--- config.mk ---
export PLATFORM = sky130hd
export DESIGN_NAME = clamped_timer_alpha_fade_top
export DESIGN_NICKNAME = d
export VERILOG_FILES = /design/src/sv/ctaf_pkg.sv /design/src/sv/ctaf_regs.sv /design/src/sv/ctaf_serial.sv /design/src/sv/ctaf_div.sv /design/src/sv/clamped_timer_alpha_fade_top.sv
export SDC_FILE = /design/constraint.sdc
export NUM_CORES = 1
export LEC_CHECK = 0
export BUFFER_PORTS_ARGS = -buffer_cell sky130_fd_sc_hd__clkbuf_2
export CAP_MARGIN = 20
export CORE_MARGIN = 8
export CORE_UTILIZATION = 42
export CTS_CLUSTER_SIZE = 12
export DETAILED_ROUTE_END_ITERATION = 8
export PLACE_DENSITY = 0.65
export REMOVE_ABC_BUFFERS = 1
export SYNTH_ARGS = -nofsm -noshare
export SYNTH_HDL_FRONTEND = slang
export SYNTH_SLANG_ARGS = --single-unit
--- constraint.sdc ---
create_clock -name i_clk -period 7.2 [get_ports i_clk]
set_input_delay 1.44 -clock i_clk [delete_from_list [all_inputs] [get_ports i_clk]]
set_output_delay 1.44 -clock i_clk [all_outputs]
set_load 0.01 [all_outputs]
--- src/sv/ctaf_pkg.sv ---
// Shared types and constants of the fade envelope timer.
package ctaf_pkg;

    localparam int TIME_BITS_DEF = 32;
    localparam int TICK_W        = 32;
    localparam int OUT_TIME_W    = 32;
    localparam int ALPHA_W       = 8;
    localparam int Q_W           = 9;

    // divider: two steps (double, then add) per bit of the 9-bit scale
    localparam int DIV_STEPS = 2 * Q_W;
    localparam int DIV_CNT_W = $clog2(DIV_STEPS);

    localparam logic [Q_W-1:0]     K_SINGLE  = 9'd255;
    localparam logic [Q_W-1:0]     K_DOUBLE  = 9'd510;
    localparam logic [ALPHA_W-1:0] ALPHA_MAX = 8'd255;

    // command codes
    localparam logic CMD_ADVANCE = 1'b0;
    localparam logic CMD_RESTART = 1'b1;

    // register indexes
    localparam logic [1:0] REG_START = 2'd0;
    localparam logic [1:0] REG_STOP  = 2'd1;
    localparam logic [1:0] REG_MODE  = 2'd2;

    typedef enum logic [1:0] {
        MODE_IN    = 2'd0,
        MODE_OUT   = 2'd1,
        MODE_INOUT = 2'd2,
        MODE_NONE  = 2'd3
    } t_fade_mode;

    typedef enum logic [2:0] {
        ST_IDLE,
        ST_SER_A,
        ST_SER_B,
        ST_DIV,
        ST_OUT
    } t_state;

    // sequencer to bit-serial datapath
    typedef struct packed {
        logic load;
        logic phase_a;
        logic phase_b;
        logic last_b;
    } t_ser_ctrl;

    // bit-serial datapath to divider
    typedef struct packed {
        logic zero_dur;
        logic half_lt;
    } t_ser_stat;

endpackage

--- src/sv/ctaf_regs.sv ---
// APB register file: start time, stop time and fade mode.
module ctaf_regs
    import ctaf_pkg::*;
#(
    parameter int TIME_BITS = TIME_BITS_DEF,
    parameter int DATA_W    = 32,
    parameter int ADDR_W    = 4
) (
    input  logic                 i_clk,
    input  logic                 i_rst_n,
    input  logic                 psel,
    input  logic                 penable,
    input  logic                 pwrite,
    input  logic [ADDR_W-1:0]    paddr,
    input  logic [DATA_W-1:0]    pwdata,
    output logic [DATA_W-1:0]    prdata,
    output logic                 pready,
    output logic [TIME_BITS-1:0] o_start,
    output logic [TIME_BITS-1:0] o_stop,
    output t_fade_mode           o_mode,
    output logic                 o_restart
);

    localparam int ADDR_LSB = ADDR_W - 2;

    logic [TIME_BITS-1:0] r_start;
    logic [TIME_BITS-1:0] r_stop;
    t_fade_mode           r_mode;
    logic                 r_restart;
    logic                 wr;
    logic [1:0]           idx;
    logic [TIME_BITS-1:0] rd_time;

    assign pready = 1'b1;
    assign wr     = psel & penable & pwrite;
    assign idx    = paddr[ADDR_LSB+1:ADDR_LSB];

    // register writes; a time write restarts the envelope on the following cycle
    always_ff @(posedge i_clk) begin
        if (!i_rst_n) begin
            r_start   <= '0;
            r_stop    <= '0;
            r_mode    <= MODE_IN;
            r_restart <= 1'b0;
        end else begin
            r_restart <= wr && (idx == REG_START || idx == REG_STOP);
            if (wr) begin
                unique case (idx)
                    REG_START: r_start <= pwdata[TIME_BITS-1:0];
                    REG_STOP:  r_stop  <= pwdata[TIME_BITS-1:0];
                    REG_MODE:  r_mode  <= t_fade_mode'(pwdata[1:0]);
                    default: ;
                endcase
            end
        end
    end

    // read back
    always_comb begin
        rd_time = '0;
        prdata  = '0;
        unique case (idx)
            REG_START: begin
                rd_time = r_start;
                prdata  = DATA_W'(rd_time);
            end
            REG_STOP: begin
                rd_time = r_stop;
                prdata  = DATA_W'(rd_time);
            end
            REG_MODE: prdata = DATA_W'(r_mode);
            default:  prdata = '0;
        endcase
    end

    assign o_start   = r_start;
    assign o_stop    = r_stop;
    assign o_mode    = r_mode;
    assign o_restart = r_restart;

endmodule

--- src/sv/ctaf_serial.sv ---
// Bit-serial time datapath: saturating add, clamp, elapsed/duration/remaining.
module ctaf_serial
    import ctaf_pkg::*;
#(
    parameter int TIME_BITS = TIME_BITS_DEF
) (
    input  logic                 i_clk,
    input  logic                 i_rst_n,
    input  t_ser_ctrl            i_ctrl,
    input  logic                 i_cmd,
    input  logic [TIME_BITS-1:0] i_tick,
    input  logic [TIME_BITS-1:0] i_start,
    input  logic [TIME_BITS-1:0] i_stop,
    input  logic                 i_restart,
    output logic [TIME_BITS-1:0] o_e,
    output logic [TIME_BITS-1:0] o_d,
    output logic [TIME_BITS-1:0] o_rem,
    output logic                 o_done,
    output t_ser_stat            o_stat
);

    typedef enum logic [1:0] {
        SRC_START,
        SRC_STOP,
        SRC_SUM
    } t_now_src;

    // LSB-first less-than: a differing bit overrides the lower bits
    function automatic logic lt_upd(input logic x, input logic y, input logic lt);
        return (x != y) ? y : lt;
    endfunction

    // one bit of x - y - borrow, returned as {borrow_out, diff}
    function automatic logic [1:0] sub_bit(input logic x, input logic y, input logic bw);
        logic d;
        logic b;
        d = x ^ y ^ bw;
        b = (~x & y) | (~(x ^ y) & bw);
        return {b, d};
    endfunction

    logic [TIME_BITS-1:0] r_sa, r_sb, r_st, r_sn, r_ss;
    logic [TIME_BITS-1:0] r_e, r_d, r_rem;
    logic r_cmd, r_carry, r_done;
    logic r_stop_lt, r_stop_eq;
    logic r_sum_lt_start, r_sum_gt_stop, r_sum_eq_stop;
    logic r_bw_e, r_bw_d, r_bw_r, r_dnz, r_lt2, r_eprev;

    logic       a, b, t, n, s, cout;
    logic       end_bit, now_bit;
    logic [1:0] se, sd, sr;
    t_now_src   src;
    logic       hit;
    logic       done_next;

    // operand bits and the serial adder
    always_comb begin
        a    = r_sa[0];
        b    = r_sb[0];
        t    = r_st[0];
        n    = r_sn[0];
        s    = n ^ t ^ r_carry;
        cout = (n & t) | (n & r_carry) | (t & r_carry);
    end

    // clamp decision from the flags of the add pass
    always_comb begin
        src = SRC_SUM;
        hit = r_sum_eq_stop;
        priority if (r_cmd == CMD_RESTART) begin
            src = SRC_START;
            hit = 1'b0;
        end else if (r_stop_lt) begin
            src = SRC_START;
            hit = 1'b1;
        end else if (r_carry) begin
            src = SRC_STOP;       // saturated sum lands on the stop time
            hit = 1'b1;
        end else if (r_sum_lt_start) begin
            src = SRC_START;
            hit = r_stop_eq;
        end else if (r_sum_gt_stop) begin
            src = SRC_STOP;
            hit = 1'b1;
        end else begin
            src = SRC_SUM;
            hit = r_sum_eq_stop;
        end
        done_next = (r_cmd == CMD_RESTART) ? 1'b0 : (r_done | hit);
    end

    // subtract pass bits
    always_comb begin
        end_bit = r_stop_lt ? a : b;
        unique case (src)
            SRC_START: now_bit = a;
            SRC_STOP:  now_bit = b;
            SRC_SUM:   now_bit = r_ss[0];
            default:   now_bit = r_ss[0];
        endcase
        se = sub_bit(now_bit, a, r_bw_e);
        sd = sub_bit(end_bit, a, r_bw_d);
        sr = sub_bit(end_bit, now_bit, r_bw_r);
    end

    // current time and done flag
    always_ff @(posedge i_clk) begin
        if (!i_rst_n) begin
            r_sn   <= '0;
            r_done <= 1'b0;
        end else begin
            priority if (i_restart) begin
                r_sn   <= i_start;
                r_done <= 1'b0;
            end else if (i_ctrl.phase_a) begin
                r_sn <= {1'b0, r_sn[TIME_BITS-1:1]};
            end else if (i_ctrl.phase_b) begin
                r_sn <= {now_bit, r_sn[TIME_BITS-1:1]};
                if (i_ctrl.last_b) begin
                    r_done <= done_next;
                end
            end
        end
    end

    // shift registers and per-pass flags
    always_ff @(posedge i_clk) begin
        if (i_ctrl.load) begin
            r_sa           <= i_start;
            r_sb           <= i_stop;
            r_st           <= i_tick;
            r_cmd          <= i_cmd;
            r_carry        <= 1'b0;
            r_stop_lt      <= 1'b0;
            r_stop_eq      <= 1'b1;
            r_sum_lt_start <= 1'b0;
            r_sum_gt_stop  <= 1'b0;
            r_sum_eq_stop  <= 1'b1;
            r_bw_e         <= 1'b0;
            r_bw_d         <= 1'b0;
            r_bw_r         <= 1'b0;
            r_dnz          <= 1'b0;
            r_lt2          <= 1'b0;
            r_eprev        <= 1'b0;
        end
        // add pass: sum and compares against start and stop
        if (i_ctrl.phase_a) begin
            r_sa           <= {a, r_sa[TIME_BITS-1:1]};
            r_sb           <= {b, r_sb[TIME_BITS-1:1]};
            r_st           <= {1'b0, r_st[TIME_BITS-1:1]};
            r_ss           <= {s, r_ss[TIME_BITS-1:1]};
            r_carry        <= cout;
            r_stop_lt      <= lt_upd(b, a, r_stop_lt);
            r_stop_eq      <= r_stop_eq & (a == b);
            r_sum_lt_start <= lt_upd(s, a, r_sum_lt_start);
            r_sum_gt_stop  <= lt_upd(b, s, r_sum_gt_stop);
            r_sum_eq_stop  <= r_sum_eq_stop & (s == b);
        end
        // subtract pass: elapsed, duration, remaining, 2e < d
        if (i_ctrl.phase_b) begin
            r_sa    <= {a, r_sa[TIME_BITS-1:1]};
            r_sb    <= {b, r_sb[TIME_BITS-1:1]};
            r_ss    <= {1'b0, r_ss[TIME_BITS-1:1]};
            r_e     <= {se[0], r_e[TIME_BITS-1:1]};
            r_d     <= {sd[0], r_d[TIME_BITS-1:1]};
            r_rem   <= {sr[0], r_rem[TIME_BITS-1:1]};
            r_bw_e  <= se[1];
            r_bw_d  <= sd[1];
            r_bw_r  <= sr[1];
            r_dnz   <= r_dnz | sd[0];
            r_lt2   <= lt_upd(r_eprev, sd[0], r_lt2);
            r_eprev <= se[0];
        end
    end

    // results of the subtract pass
    assign o_e             = r_e;
    assign o_d             = r_d;
    assign o_rem           = r_rem;
    assign o_done          = r_done;
    assign o_stat.zero_dur = ~r_dnz;
    // the top bit of 2e falls off the word: set means 2e >= d
    assign o_stat.half_lt  = r_lt2 & ~r_eprev;

endmodule

--- src/sv/ctaf_div.sv ---
// Iterative scaled divider, floor(k*e/d) with remainder flag, and alpha select.
module ctaf_div
    import ctaf_pkg::*;
#(
    parameter int TIME_BITS = TIME_BITS_DEF
) (
    input  logic                 i_clk,
    input  logic                 i_rst_n,
    input  logic                 i_start,
    input  logic [TIME_BITS-1:0] i_e,
    input  logic [TIME_BITS-1:0] i_d,
    input  t_fade_mode           i_mode,
    input  t_ser_stat            i_stat,
    output logic                 o_fin,
    output logic [ALPHA_W-1:0]   o_alpha
);

    logic                 r_busy;
    logic                 r_fin;
    logic [DIV_CNT_W-1:0] r_cnt;
    logic [TIME_BITS-1:0] r_r;
    logic [Q_W-1:0]       r_q;
    logic [Q_W-1:0]       r_k;

    logic                 add_step;
    logic                 en;
    logic [TIME_BITS-1:0] addend;
    logic [TIME_BITS:0]   wide;
    logic [TIME_BITS+1:0] diff;
    logic                 ge;
    logic [TIME_BITS-1:0] n_r;
    logic                 nz;
    logic [Q_W-1:0]       q_up;

    // shared add / compare-subtract: doubling step, then add-e step
    always_comb begin
        add_step = r_cnt[0];
        en       = add_step ? r_k[Q_W-1] : 1'b1;
        addend   = add_step ? i_e : r_r;
        wide     = {1'b0, r_r} + {1'b0, addend};
        diff     = {1'b0, wide} - {2'b00, i_d};
        ge       = ~diff[TIME_BITS+1];
        n_r      = ge ? diff[TIME_BITS-1:0] : wide[TIME_BITS-1:0];
    end

    // step control
    always_ff @(posedge i_clk) begin
        if (!i_rst_n) begin
            r_busy <= 1'b0;
            r_fin  <= 1'b0;
            r_cnt  <= '0;
        end else begin
            r_fin <= 1'b0;
            if (i_start) begin
                r_busy <= 1'b1;
                r_cnt  <= '0;
            end else if (r_busy) begin
                if (r_cnt == DIV_CNT_W'(DIV_STEPS - 1)) begin
                    r_busy <= 1'b0;
                    r_fin  <= 1'b1;
                end else begin
                    r_cnt <= r_cnt + 1'b1;
                end
            end
        end
    end

    // partial remainder, quotient and scale bits
    always_ff @(posedge i_clk) begin
        if (i_start) begin
            r_r <= '0;
            r_q <= '0;
            r_k <= (i_mode == MODE_INOUT) ? K_DOUBLE : K_SINGLE;
        end else if (r_busy) begin
            if (add_step) begin
                r_k <= {r_k[Q_W-2:0], 1'b0};
                if (en) begin
                    r_r <= n_r;
                    r_q <= r_q + {{(Q_W-1){1'b0}}, ge};
                end
            end else begin
                r_r <= n_r;
                r_q <= {r_q[Q_W-2:0], ge};
            end
        end
    end

    // alpha for the fade mode
    always_comb begin
        nz   = |r_r;
        q_up = r_q + {{(Q_W-1){1'b0}}, nz};
        o_alpha = '0;
        unique case (i_mode)
            MODE_NONE: o_alpha = '0;
            MODE_IN:   o_alpha = i_stat.zero_dur ? ALPHA_MAX : r_q[ALPHA_W-1:0];
            MODE_OUT:  o_alpha = i_stat.zero_dur ? '0 : ALPHA_MAX - q_up[ALPHA_W-1:0];
            MODE_INOUT: begin
                if (i_stat.zero_dur) begin
                    o_alpha = '0;
                end else if (i_stat.half_lt) begin
                    o_alpha = r_q[ALPHA_W-1:0];
                end else begin
                    o_alpha = ALPHA_W'(K_DOUBLE - q_up);
                end
            end
            default: o_alpha = '0;
        endcase
    end

    assign o_fin = r_fin;

endmodule

--- src/sv/clamped_timer_alpha_fade_top.sv ---
// Top level of the fade envelope timer: sequencer, datapath and result register.
//
// Each accepted item (advance by a tick amount, or restart) updates the current
// time and returns one result with alpha, the done flag, elapsed and remaining
// time. To form the result, the time word goes twice through a one-bit-per-cycle
// datapath (saturating add with clamp compares, then the three subtractions),
// followed by an 18-step divider (one double and one add step per bit of the
// scale factor); the divider's finish flag is registered, and the result is then
// loaded into the output register. The next item is taken the cycle after the
// result is loaded, so no new item is accepted while one is in flight; a
// result still waiting in the output register holds the next item back until
// the consumer takes it. Writing the start or stop time restarts the
// envelope; writing the fade mode does not.
module clamped_timer_alpha_fade_top
    import ctaf_pkg::*;
#(
    parameter  int TIME_BITS  = TIME_BITS_DEF,
    localparam int APB_DATA_W = (TIME_BITS > 32) ? 64 : 32,
    localparam int APB_ADDR_W = (TIME_BITS > 32) ? 5 : 4
) (
    input  logic                  i_clk,
    input  logic                  i_rst_n,
    input  logic                  psel,
    input  logic                  penable,
    input  logic                  pwrite,
    input  logic [APB_ADDR_W-1:0] paddr,
    input  logic [APB_DATA_W-1:0] pwdata,
    output logic [APB_DATA_W-1:0] prdata,
    output logic                  pready,
    input  logic                  i_in_valid,
    output logic                  o_in_ready,
    input  logic                  i_cmd,
    input  logic [TICK_W-1:0]     i_tick_amount,
    output logic                  o_out_valid,
    input  logic                  i_out_ready,
    output logic [ALPHA_W-1:0]    o_alpha,
    output logic                  o_done_res,
    output logic [OUT_TIME_W-1:0] o_elapsed,
    output logic [OUT_TIME_W-1:0] o_remaining
);

    localparam int CNT_W = $clog2(TIME_BITS);

    t_state               r_state, n_state;
    logic [CNT_W-1:0]     r_cnt;
    logic                 cnt_last;
    t_ser_ctrl            ctrl;
    t_ser_stat            stat;
    logic                 out_load;

    logic [TIME_BITS-1:0] start_t, stop_t, tick_t;
    t_fade_mode           mode;
    logic                 restart;
    logic [TIME_BITS-1:0] e_t, d_t, rem_t;
    logic                 done_t;
    logic                 div_fin;
    logic [ALPHA_W-1:0]   alpha_t;

    logic                  r_out_valid;
    logic [ALPHA_W-1:0]    r_alpha;
    logic                  r_done_res;
    logic [OUT_TIME_W-1:0] r_elapsed;
    logic [OUT_TIME_W-1:0] r_remaining;

    assign tick_t = TIME_BITS'(i_tick_amount);

    ctaf_regs #(
        .TIME_BITS (TIME_BITS),
        .DATA_W    (APB_DATA_W),
        .ADDR_W    (APB_ADDR_W)
    ) u_regs (
        .i_clk     (i_clk),
        .i_rst_n   (i_rst_n),
        .psel      (psel),
        .penable   (penable),
        .pwrite    (pwrite),
        .paddr     (paddr),
        .pwdata    (pwdata),
        .prdata    (prdata),
        .pready    (pready),
        .o_start   (start_t),
        .o_stop    (stop_t),
        .o_mode    (mode),
        .o_restart (restart)
    );

    ctaf_serial #(
        .TIME_BITS (TIME_BITS)
    ) u_serial (
        .i_clk     (i_clk),
        .i_rst_n   (i_rst_n),
        .i_ctrl    (ctrl),
        .i_cmd     (i_cmd),
        .i_tick    (tick_t),
        .i_start   (start_t),
        .i_stop    (stop_t),
        .i_restart (restart),
        .o_e       (e_t),
        .o_d       (d_t),
        .o_rem     (rem_t),
        .o_done    (done_t),
        .o_stat    (stat)
    );

    ctaf_div #(
        .TIME_BITS (TIME_BITS)
    ) u_div (
        .i_clk   (i_clk),
        .i_rst_n (i_rst_n),
        .i_start (ctrl.last_b),
        .i_e     (e_t),
        .i_d     (d_t),
        .i_mode  (mode),
        .i_stat  (stat),
        .o_fin   (div_fin),
        .o_alpha (alpha_t)
    );

    assign cnt_last = (r_cnt == CNT_W'(TIME_BITS - 1));

    // state register and bit counter
    always_ff @(posedge i_clk) begin
        if (!i_rst_n) begin
            r_state <= ST_IDLE;
            r_cnt   <= '0;
        end else begin
            r_state <= n_state;
            if (r_state == ST_SER_A || r_state == ST_SER_B) begin
                r_cnt <= cnt_last ? '0 : r_cnt + 1'b1;
            end else begin
                r_cnt <= '0;
            end
        end
    end

    // sequencer
    always_comb begin
        n_state      = r_state;
        o_in_ready   = 1'b0;
        out_load     = 1'b0;
        ctrl.load    = 1'b0;
        ctrl.phase_a = 1'b0;
        ctrl.phase_b = 1'b0;
        ctrl.last_b  = 1'b0;
        unique case (r_state)
            ST_IDLE: begin
                o_in_ready = 1'b1;
                ctrl.load  = i_in_valid;
                if (i_in_valid) begin
                    n_state = ST_SER_A;
                end
            end
            ST_SER_A: begin
                ctrl.phase_a = 1'b1;
                if (cnt_last) begin
                    n_state = ST_SER_B;
                end
            end
            ST_SER_B: begin
                ctrl.phase_b = 1'b1;
                ctrl.last_b  = cnt_last;
                if (cnt_last) begin
                    n_state = ST_DIV;
                end
            end
            ST_DIV: begin
                if (div_fin) begin
                    n_state = ST_OUT;
                end
            end
            ST_OUT: begin
                if (!r_out_valid || i_out_ready) begin
                    out_load = 1'b1;
                    n_state  = ST_IDLE;
                end
            end
            default: n_state = ST_IDLE;
        endcase
    end

    // output register
    always_ff @(posedge i_clk) begin
        if (!i_rst_n) begin
            r_out_valid <= 1'b0;
        end else if (out_load) begin
            r_out_valid <= 1'b1;
        end else if (i_out_ready) begin
            r_out_valid <= 1'b0;
        end
    end

    always_ff @(posedge i_clk) begin
        if (out_load) begin
            r_alpha     <= alpha_t;
            r_done_res  <= done_t;
            r_elapsed   <= OUT_TIME_W'(e_t);
            r_remaining <= OUT_TIME_W'(rem_t);
        end
    end

    assign o_out_valid = r_out_valid;
    assign o_alpha     = r_alpha;
    assign o_done_res  = r_done_res;
    assign o_elapsed   = r_elapsed;
    assign o_remaining = r_remaining;

endmodule

After elaboration in Yosys (flattened, before gate mapping)
Index checks and enable logic that the tools add are counted.
- latch bits: 0
- flip-flop bits (word level): 476
- ROM bits: 0
- memories: 0
- bits of input ports: 76
- RAM bits: 0
- logic and storage cells: 231
- output and inout bits: 108
- $mul: 0
- multiplexer cells: 79
- magnitude comparators: 0
- bitwise logic cells: 41
- add/sub/neg operators: 8
- equal/unequal tests: 28
- shift-type cells: 0
- reduce and logical (&&, ||, !) cells: 34
- div/mod/pow operators: 0
- operators by type and width (kind ; number):
    $mux 32 ; 13
    $mux 31 ; 4
    $pmux 32 s3 ; 1
    $mux 9 ; 6
    $mux 1 ; 37
    $sub 33x32->34 ; 1
    $add 32x32->33 ; 1
    $mux 8 ; 4
    $pmux 8 s4 ; 1
    $reduce_or 32->1 ; 1
    $reduce_and 2->1 ; 10
    $sub 8x8->8 const A ; 2
    $mux 3 ; 5
    $pmux 3 s5 ; 1
    $and 1x1->1 ; 14
    $mux 2 ; 6
    $not 1->1 ; 12
    $reduce_bool 2->1 ; 6
    $add 5x1->5 const B ; 2
    $eq 5x5->1 const B ; 2
    $ne 2x1->1 const B ; 5
    $ne 2x2->1 const B ; 5
    $add 9x1->9 ; 1
    $add 8x1->8 ; 1
    other kinds (20) ; 49

Logic depth before layout (Yosys ltp)
- depth after elaboration: 12
- gate-level depth with buffers: 29
- gate-level depth less buffers: 24

By module
Synthesis repeated with hierarchy kept, for this count alone.
- cell total of the unflattened synthesis: 1997
- area, all modules: 22833.1 µm²
- by module, submodules not included (module ; instances ; cells an instance ; sequential area each (µm²) ; area each (µm²)):
    ctaf_serial ; 1 ; 587 ; 7757.4 ; 10085.9
    ctaf_div ; 1 ; 957 ; 1211.2 ; 7073.0
    ctaf_regs ; 1 ; 331 ; 1341.3 ; 3035.4
    clamped_timer_alpha_fade_top ; 1 ; 122 ; 2372.3 ; 2638.8

Worst setup path before layout
OpenSTA, ideal clock, no wires.
- path kind: reg-to-reg
- from: register u_div.r_cnt[0]
- to: register u_div.r_q[6]
- library setup time: 0.065 ns
- data required time: 7.135 ns
- slack: 1.118 ns
- buffers on the path: 5
- period minus slack after synthesis: 6.082 ns
- arrival time: 6.017 ns
- stages on the path, launching flop included: 30
- cell sequence: dfxtp_1 > clkbuf_1 > buf_1 > mux2_2 > ha_1 > fa_1 > a211oi_2 > o21ai_2 > o31ai_4 > o21ai_0 > a21o_1 > a21oi_1 > xnor2_1 > ha_1 > buf_2 > and4_1 > and4_1 > a22oi_1 > nand3_1 > o21ai_1 > o221ai_2 > buf_4 > buf_4 > ha_1 > ha_1 > nand2_1 > or4_1 > a31oi_1 > a21oi_1 > nor2_1
- cells in the longest elaborated chain, start to end: 7
- elaborated cells on any way between the ends: 10
- classes of those cells: add/sub: 3; eq/ne: 1; mux: 4; bitwise: 1; reduce/logical: 1
- ends and longest elaborated chain (what ; line ; RTL):
    start, declared ; ctaf_div.sv:20 ; logic [DIV_CNT_W-1:0] r_cnt;
    start signal, assigned ; ctaf_div.sv:62 ; r_cnt <= r_cnt + 1'b1;
    $mux 32 ; ctaf_div.sv:39 ; addend = add_step ? i_e : r_r;
    $add 32x32->33 ; ctaf_div.sv:40 ; wide = {1'b0, r_r} + {1'b0, addend};
    $sub 33x32->34 ; ctaf_div.sv:41 ; diff = {1'b0, wide} - {2'b00, i_d};
    $not 1->1 ; ctaf_div.sv:42 ; ge = ~diff[TIME_BITS+1];
    $add 9x1->9 ; ctaf_div.sv:79 ; r_q <= r_q + {{(Q_W-1){1'b0}}, ge};
    $mux 9 ; ctaf_div.sv:77 ; if (en) begin
    $mux 9 ; ctaf_div.sv:75 ; if (add_step) begin
    end signal, assigned ; ctaf_div.sv:79 ;
    end signal, assigned ; ctaf_div.sv:83 ; r_q <= {r_q[Q_W-2:0], ge};
    end, declared ; ctaf_div.sv:22 ; logic [Q_W-1:0] r_q;
Several ways; a longest one is shown, not always the timed one. The select of a mux whose other input is x is not followed.
A chain may end at the register's enable or synchronous reset.

Worst setup path in the final report
Ends and elaborated chain as after synthesis.

==> impl_metrics.ini <==
[grt]
grt_max_degree = 77
gr-total-overflow = 0
grt_pass1_vias = 16469
antenna_found_initial = 1
grt_first_pass_wirelength_um = 83520
grtUsageTotal_pct = 16.51

[yosys]
synthCells = 2273
netlist_area_sq_um = 22630
yosys_warnings = 0
ys_types = 77
ys_seq_area_share_pct = 56.05
synth-seq-cells = 475
synth-edff-count = 317
synth_flop_cell = edfxtp_1
synth-async-reset-ratio_pct = 0
synth_area_per_cell_sq_um = 9.954

[worst_setup_path]
r2r_cells = 24
worst_ep_required_time_ns = 7.64
cp-end-kind = flip-flop
startpoint_type = flip-flop
worstReg2RegStart = u_div.r_cnt[0]$_SDFFE_PP0P_
worst-setup-path-type = flip-flop to flip-flop
rr_endpoint = u_div.r_q[6]$_SDFFE_PP0P_
arrival_ns = 6.84
reg2reg_slack_ns = 0.80
path_max_fanout = 21

[sta]
skew_ns = 0.02124
setup_viol = 0
fin_tns_setup_ns = 0
fin_crit_sh_pct = 88.89
worst_slew_pin_slew_ns = 1.109
layout_setup_ws_ns = 0.7997
max_freq_mhz = 156.2
slew_violations = 0
post-route-min-period_ns = 6.400
finalHoldViolations = 0
rsz0062_at_grt = false
relSlewSlack_pct = 26.08

[cells_and_area]
antennaDiodeCount = 0
layout.cells.non_filler = 3143
drive_gt1_share_pct = 13.89
fillers = 4928
area_growth_pct = 14.02
multiInputGateArea_sq_um = 9234
fin_area_sq_um = 25800
seq_area_sq_um = 12680
final_nets = 2559

[pwr]
seqPwrFrac_pct = 31.8
power_density_nw_per_um2 = 394.8
pwr-share-clk_pct = 25.5
p_sw_mw = 3.828
power_frac_comb_pct = 42.7
p_sw_share_pct = 37.58
total_leakage_power_nw = 10.17
finalPower_mw = 10.19
p_int_mw = 6.358
vdd_drop_max_uv = 318.3

[floorplan]
die_w_um = 248.1
start_util_pct = 42.29
ios = 184
rows = 85
die_y_um = 248.1
dieArea_sq_um = 61550
core-area_sq_um = 53500

[hold_path]
min_path_cells = 0
hp-class = flip-flop to flip-flop
min_from = u_serial.r_ss[23]$_DFFE_PN_
hold_path_end = u_serial.r_ss[22]$_DFFE_PN_

[place]
port_buffers = 180
place.gp.congestion = 0.8620
dp_hpwl_um = 34960
dpl_worst_slack_ns = 0.7733
dpl_cell_area_sq_um = 24120
placed_cells = 3044

[clock_network]
clockRootBuffer = clkbuf_16
insertion_delay_ns = 0.61
post_cts_buffers = 0
ctsResizeCount = 0
cts_tree = done
cts_buffers = 53
cts_buffer_depth = 3
cts_sinks = 475
htree_levels = 2
cts_hold_buffers = 0
clkTransAtPathRegs_ns = 0.06

[drt]
routed_wl_um = 51790
drt-initial-drc-count = 1046
route.detailed.drc = 0
final_antenna_net_count = 0
via_count = 16648
dr.pass1.iters = 5
viasPerCell = 5.297
wl_per_cell_um = 16.48

[job]
cap_violations = 0

[outcome]
status = complete, no violations
==> routing by layer <==
layer / vias to the layer above / global-route usage [%] / share of wire (%)
met2: 383 / 28.12 / 47
met5: - / 0 / 0.017
met4: 2 / 5.419 / 2.6
met1: 7910 / 20.98 / 45
li1: 8265 / - / -
met3: 88 / 3.205 / 5.0
==> cell usage after synthesis, types with 27 or more instances <==
| library cell | n | area share [%] |
|---|---|---|
| nand2_1 | 567 | 9.4 |
| edfxtp_1 | 317 | 42 |
| a21oi_1 | 241 | 5.3 |
| dfxtp_1 | 158 | 14 |
| nor2_1 | 141 | 2.3 |
| clkbuf_1 | 100 | 1.7 |
| o21ai_0 | 97 | 2.1 |
| ha_1 | 73 | 4.0 |
| inv_1 | 66 | 1.1 |
| mux2i_1 | 55 | 2.4 |
| xnor2_1 | 42 | 1.6 |
| mux2_2 | 35 | 1.7 |
| a21o_1 | 32 | 1.1 |
| nand3_1 | 27 | 0.60 |
==> worst max-delay path, stage by stage, from the launching register on <==
cell and delay, ns:
dfxtp_2 0.68, mux2_2 0.40, ha_1 0.22, fa_1 0.45, a211oi_2 0.23, o21ai_2 0.13
o31ai_4 0.34, o31ai_4 0.15, a31oi_1 0.29, mux2_4 0.35, a2111oi_4 0.44, ha_1 0.38
nand2_1 0.18, nor3_1 0.09, a211oi_1 0.34, o211ai_1 0.20, a21oi_1 0.25, o221ai_4 0.15
ha_1 0.25, ha_1 0.24, nand2_1 0.11, or4_1 0.12, a31oi_1 0.07, a21oi_1 0.12
nor2_1 0.05
==> cells in the final DEF, fill, tap and decap left out, drive strengths merged, types with 10 or more instances in the layout <==
| master | count |
|---|---|
| clkbuf | 253 |
| ha | 73 |
| clkinv | 21 |
| nor2b | 14 |
| nor2 | 141 |
| and3 | 17 |
| inv | 67 |
| xor2 | 20 |
| buf | 22 |
| a21oi | 241 |
| nand2 | 567 |
| a211oi | 18 |
| nor3b | 10 |
| edfxtp | 317 |
| nand3 | 27 |
| nand4 | 14 |
| a31oi | 18 |
| mux2 | 36 |
| xnor2 | 42 |
| nand2b | 24 |
| a21o | 32 |
| dfxtp | 158 |
| nor3 | 25 |
| mux2i | 55 |
| o21ai | 102 |
==> power by group through the flow <==
stage	logic [mW]	registers, mW	clock network [mW]
CTS	4.34	3.24	2.68
finish	4.35	3.24	2.60
floorplan	3.40	3.24	0
global route	4.85	3.26	2.78
detailed placement	4.32	3.30	0
global placement	4.24	3.29	0
==> cell families (layout without fill, tap and decap cells) <==
group                      Yosys count  after routing  share of synthesized area, %
and+or+nand+nor                    877            877                         16.32
AOI/OAI and AO/OA                  494            494                         13.05
DFF                                475            475                         56.05
buffers and inverters              193            367                         3.307
muxes                               91             91                         4.242
adders and majority gates           80             80                         4.612
xor gates and xnor gates            62             62                         2.400
other                                1              1                       0.01657
==> layout make-up <==
| class | count | share of cell area, % |
|---|---|---|
| Clock inverter | 25 | 0.8876 |
| Inverter | 67 | 0.9943 |
| Multi-Input combinational cell | 1605 | 35.79 |
| Sequential cell | 475 | 49.17 |
| Clock buffer | 73 | 5.549 |
| Tap cell | 696 | 3.376 |
| Timing Repair Buffer | 202 | 4.229 |
==> how the worst max path moves through the flow <==
stage,start,to,cells past startpoint
floorplan,r_state[0]$_SDFFE_PN0P_,u_serial.r_sn[0]$_SDFFE_PN0P_,9
global route,u_div.r_cnt[0]$_SDFFE_PP0P_,u_div.r_q[6]$_SDFFE_PP0P_,24
detailed placement,u_div.r_cnt[0]$_SDFFE_PP0P_,u_div.r_q[6]$_SDFFE_PP0P_,24
global placement,u_div.r_cnt[0]$_SDFFE_PP0P_,u_div.r_q[6]$_SDFFE_PP0P_,24
CTS,u_div.r_cnt[0]$_SDFFE_PP0P_,u_div.r_q[6]$_SDFFE_PP0P_,24
finish,u_div.r_cnt[0]$_SDFFE_PP0P_,u_div.r_q[6]$_SDFFE_PP0P_,24
==> metrics by stage <==
stage | hold WS [ns] | util [%]
floorplan | 0.4003 | -
global placement | 0.4059 | 45.08
detailed placement | 0.4051 | 45.08
CTS | 0.4238 | 48.19
global route | 0.4240 | 48.22
finish | 0.4203 | 48.22
No activity file was read; power rests on OpenSTA's default activity.
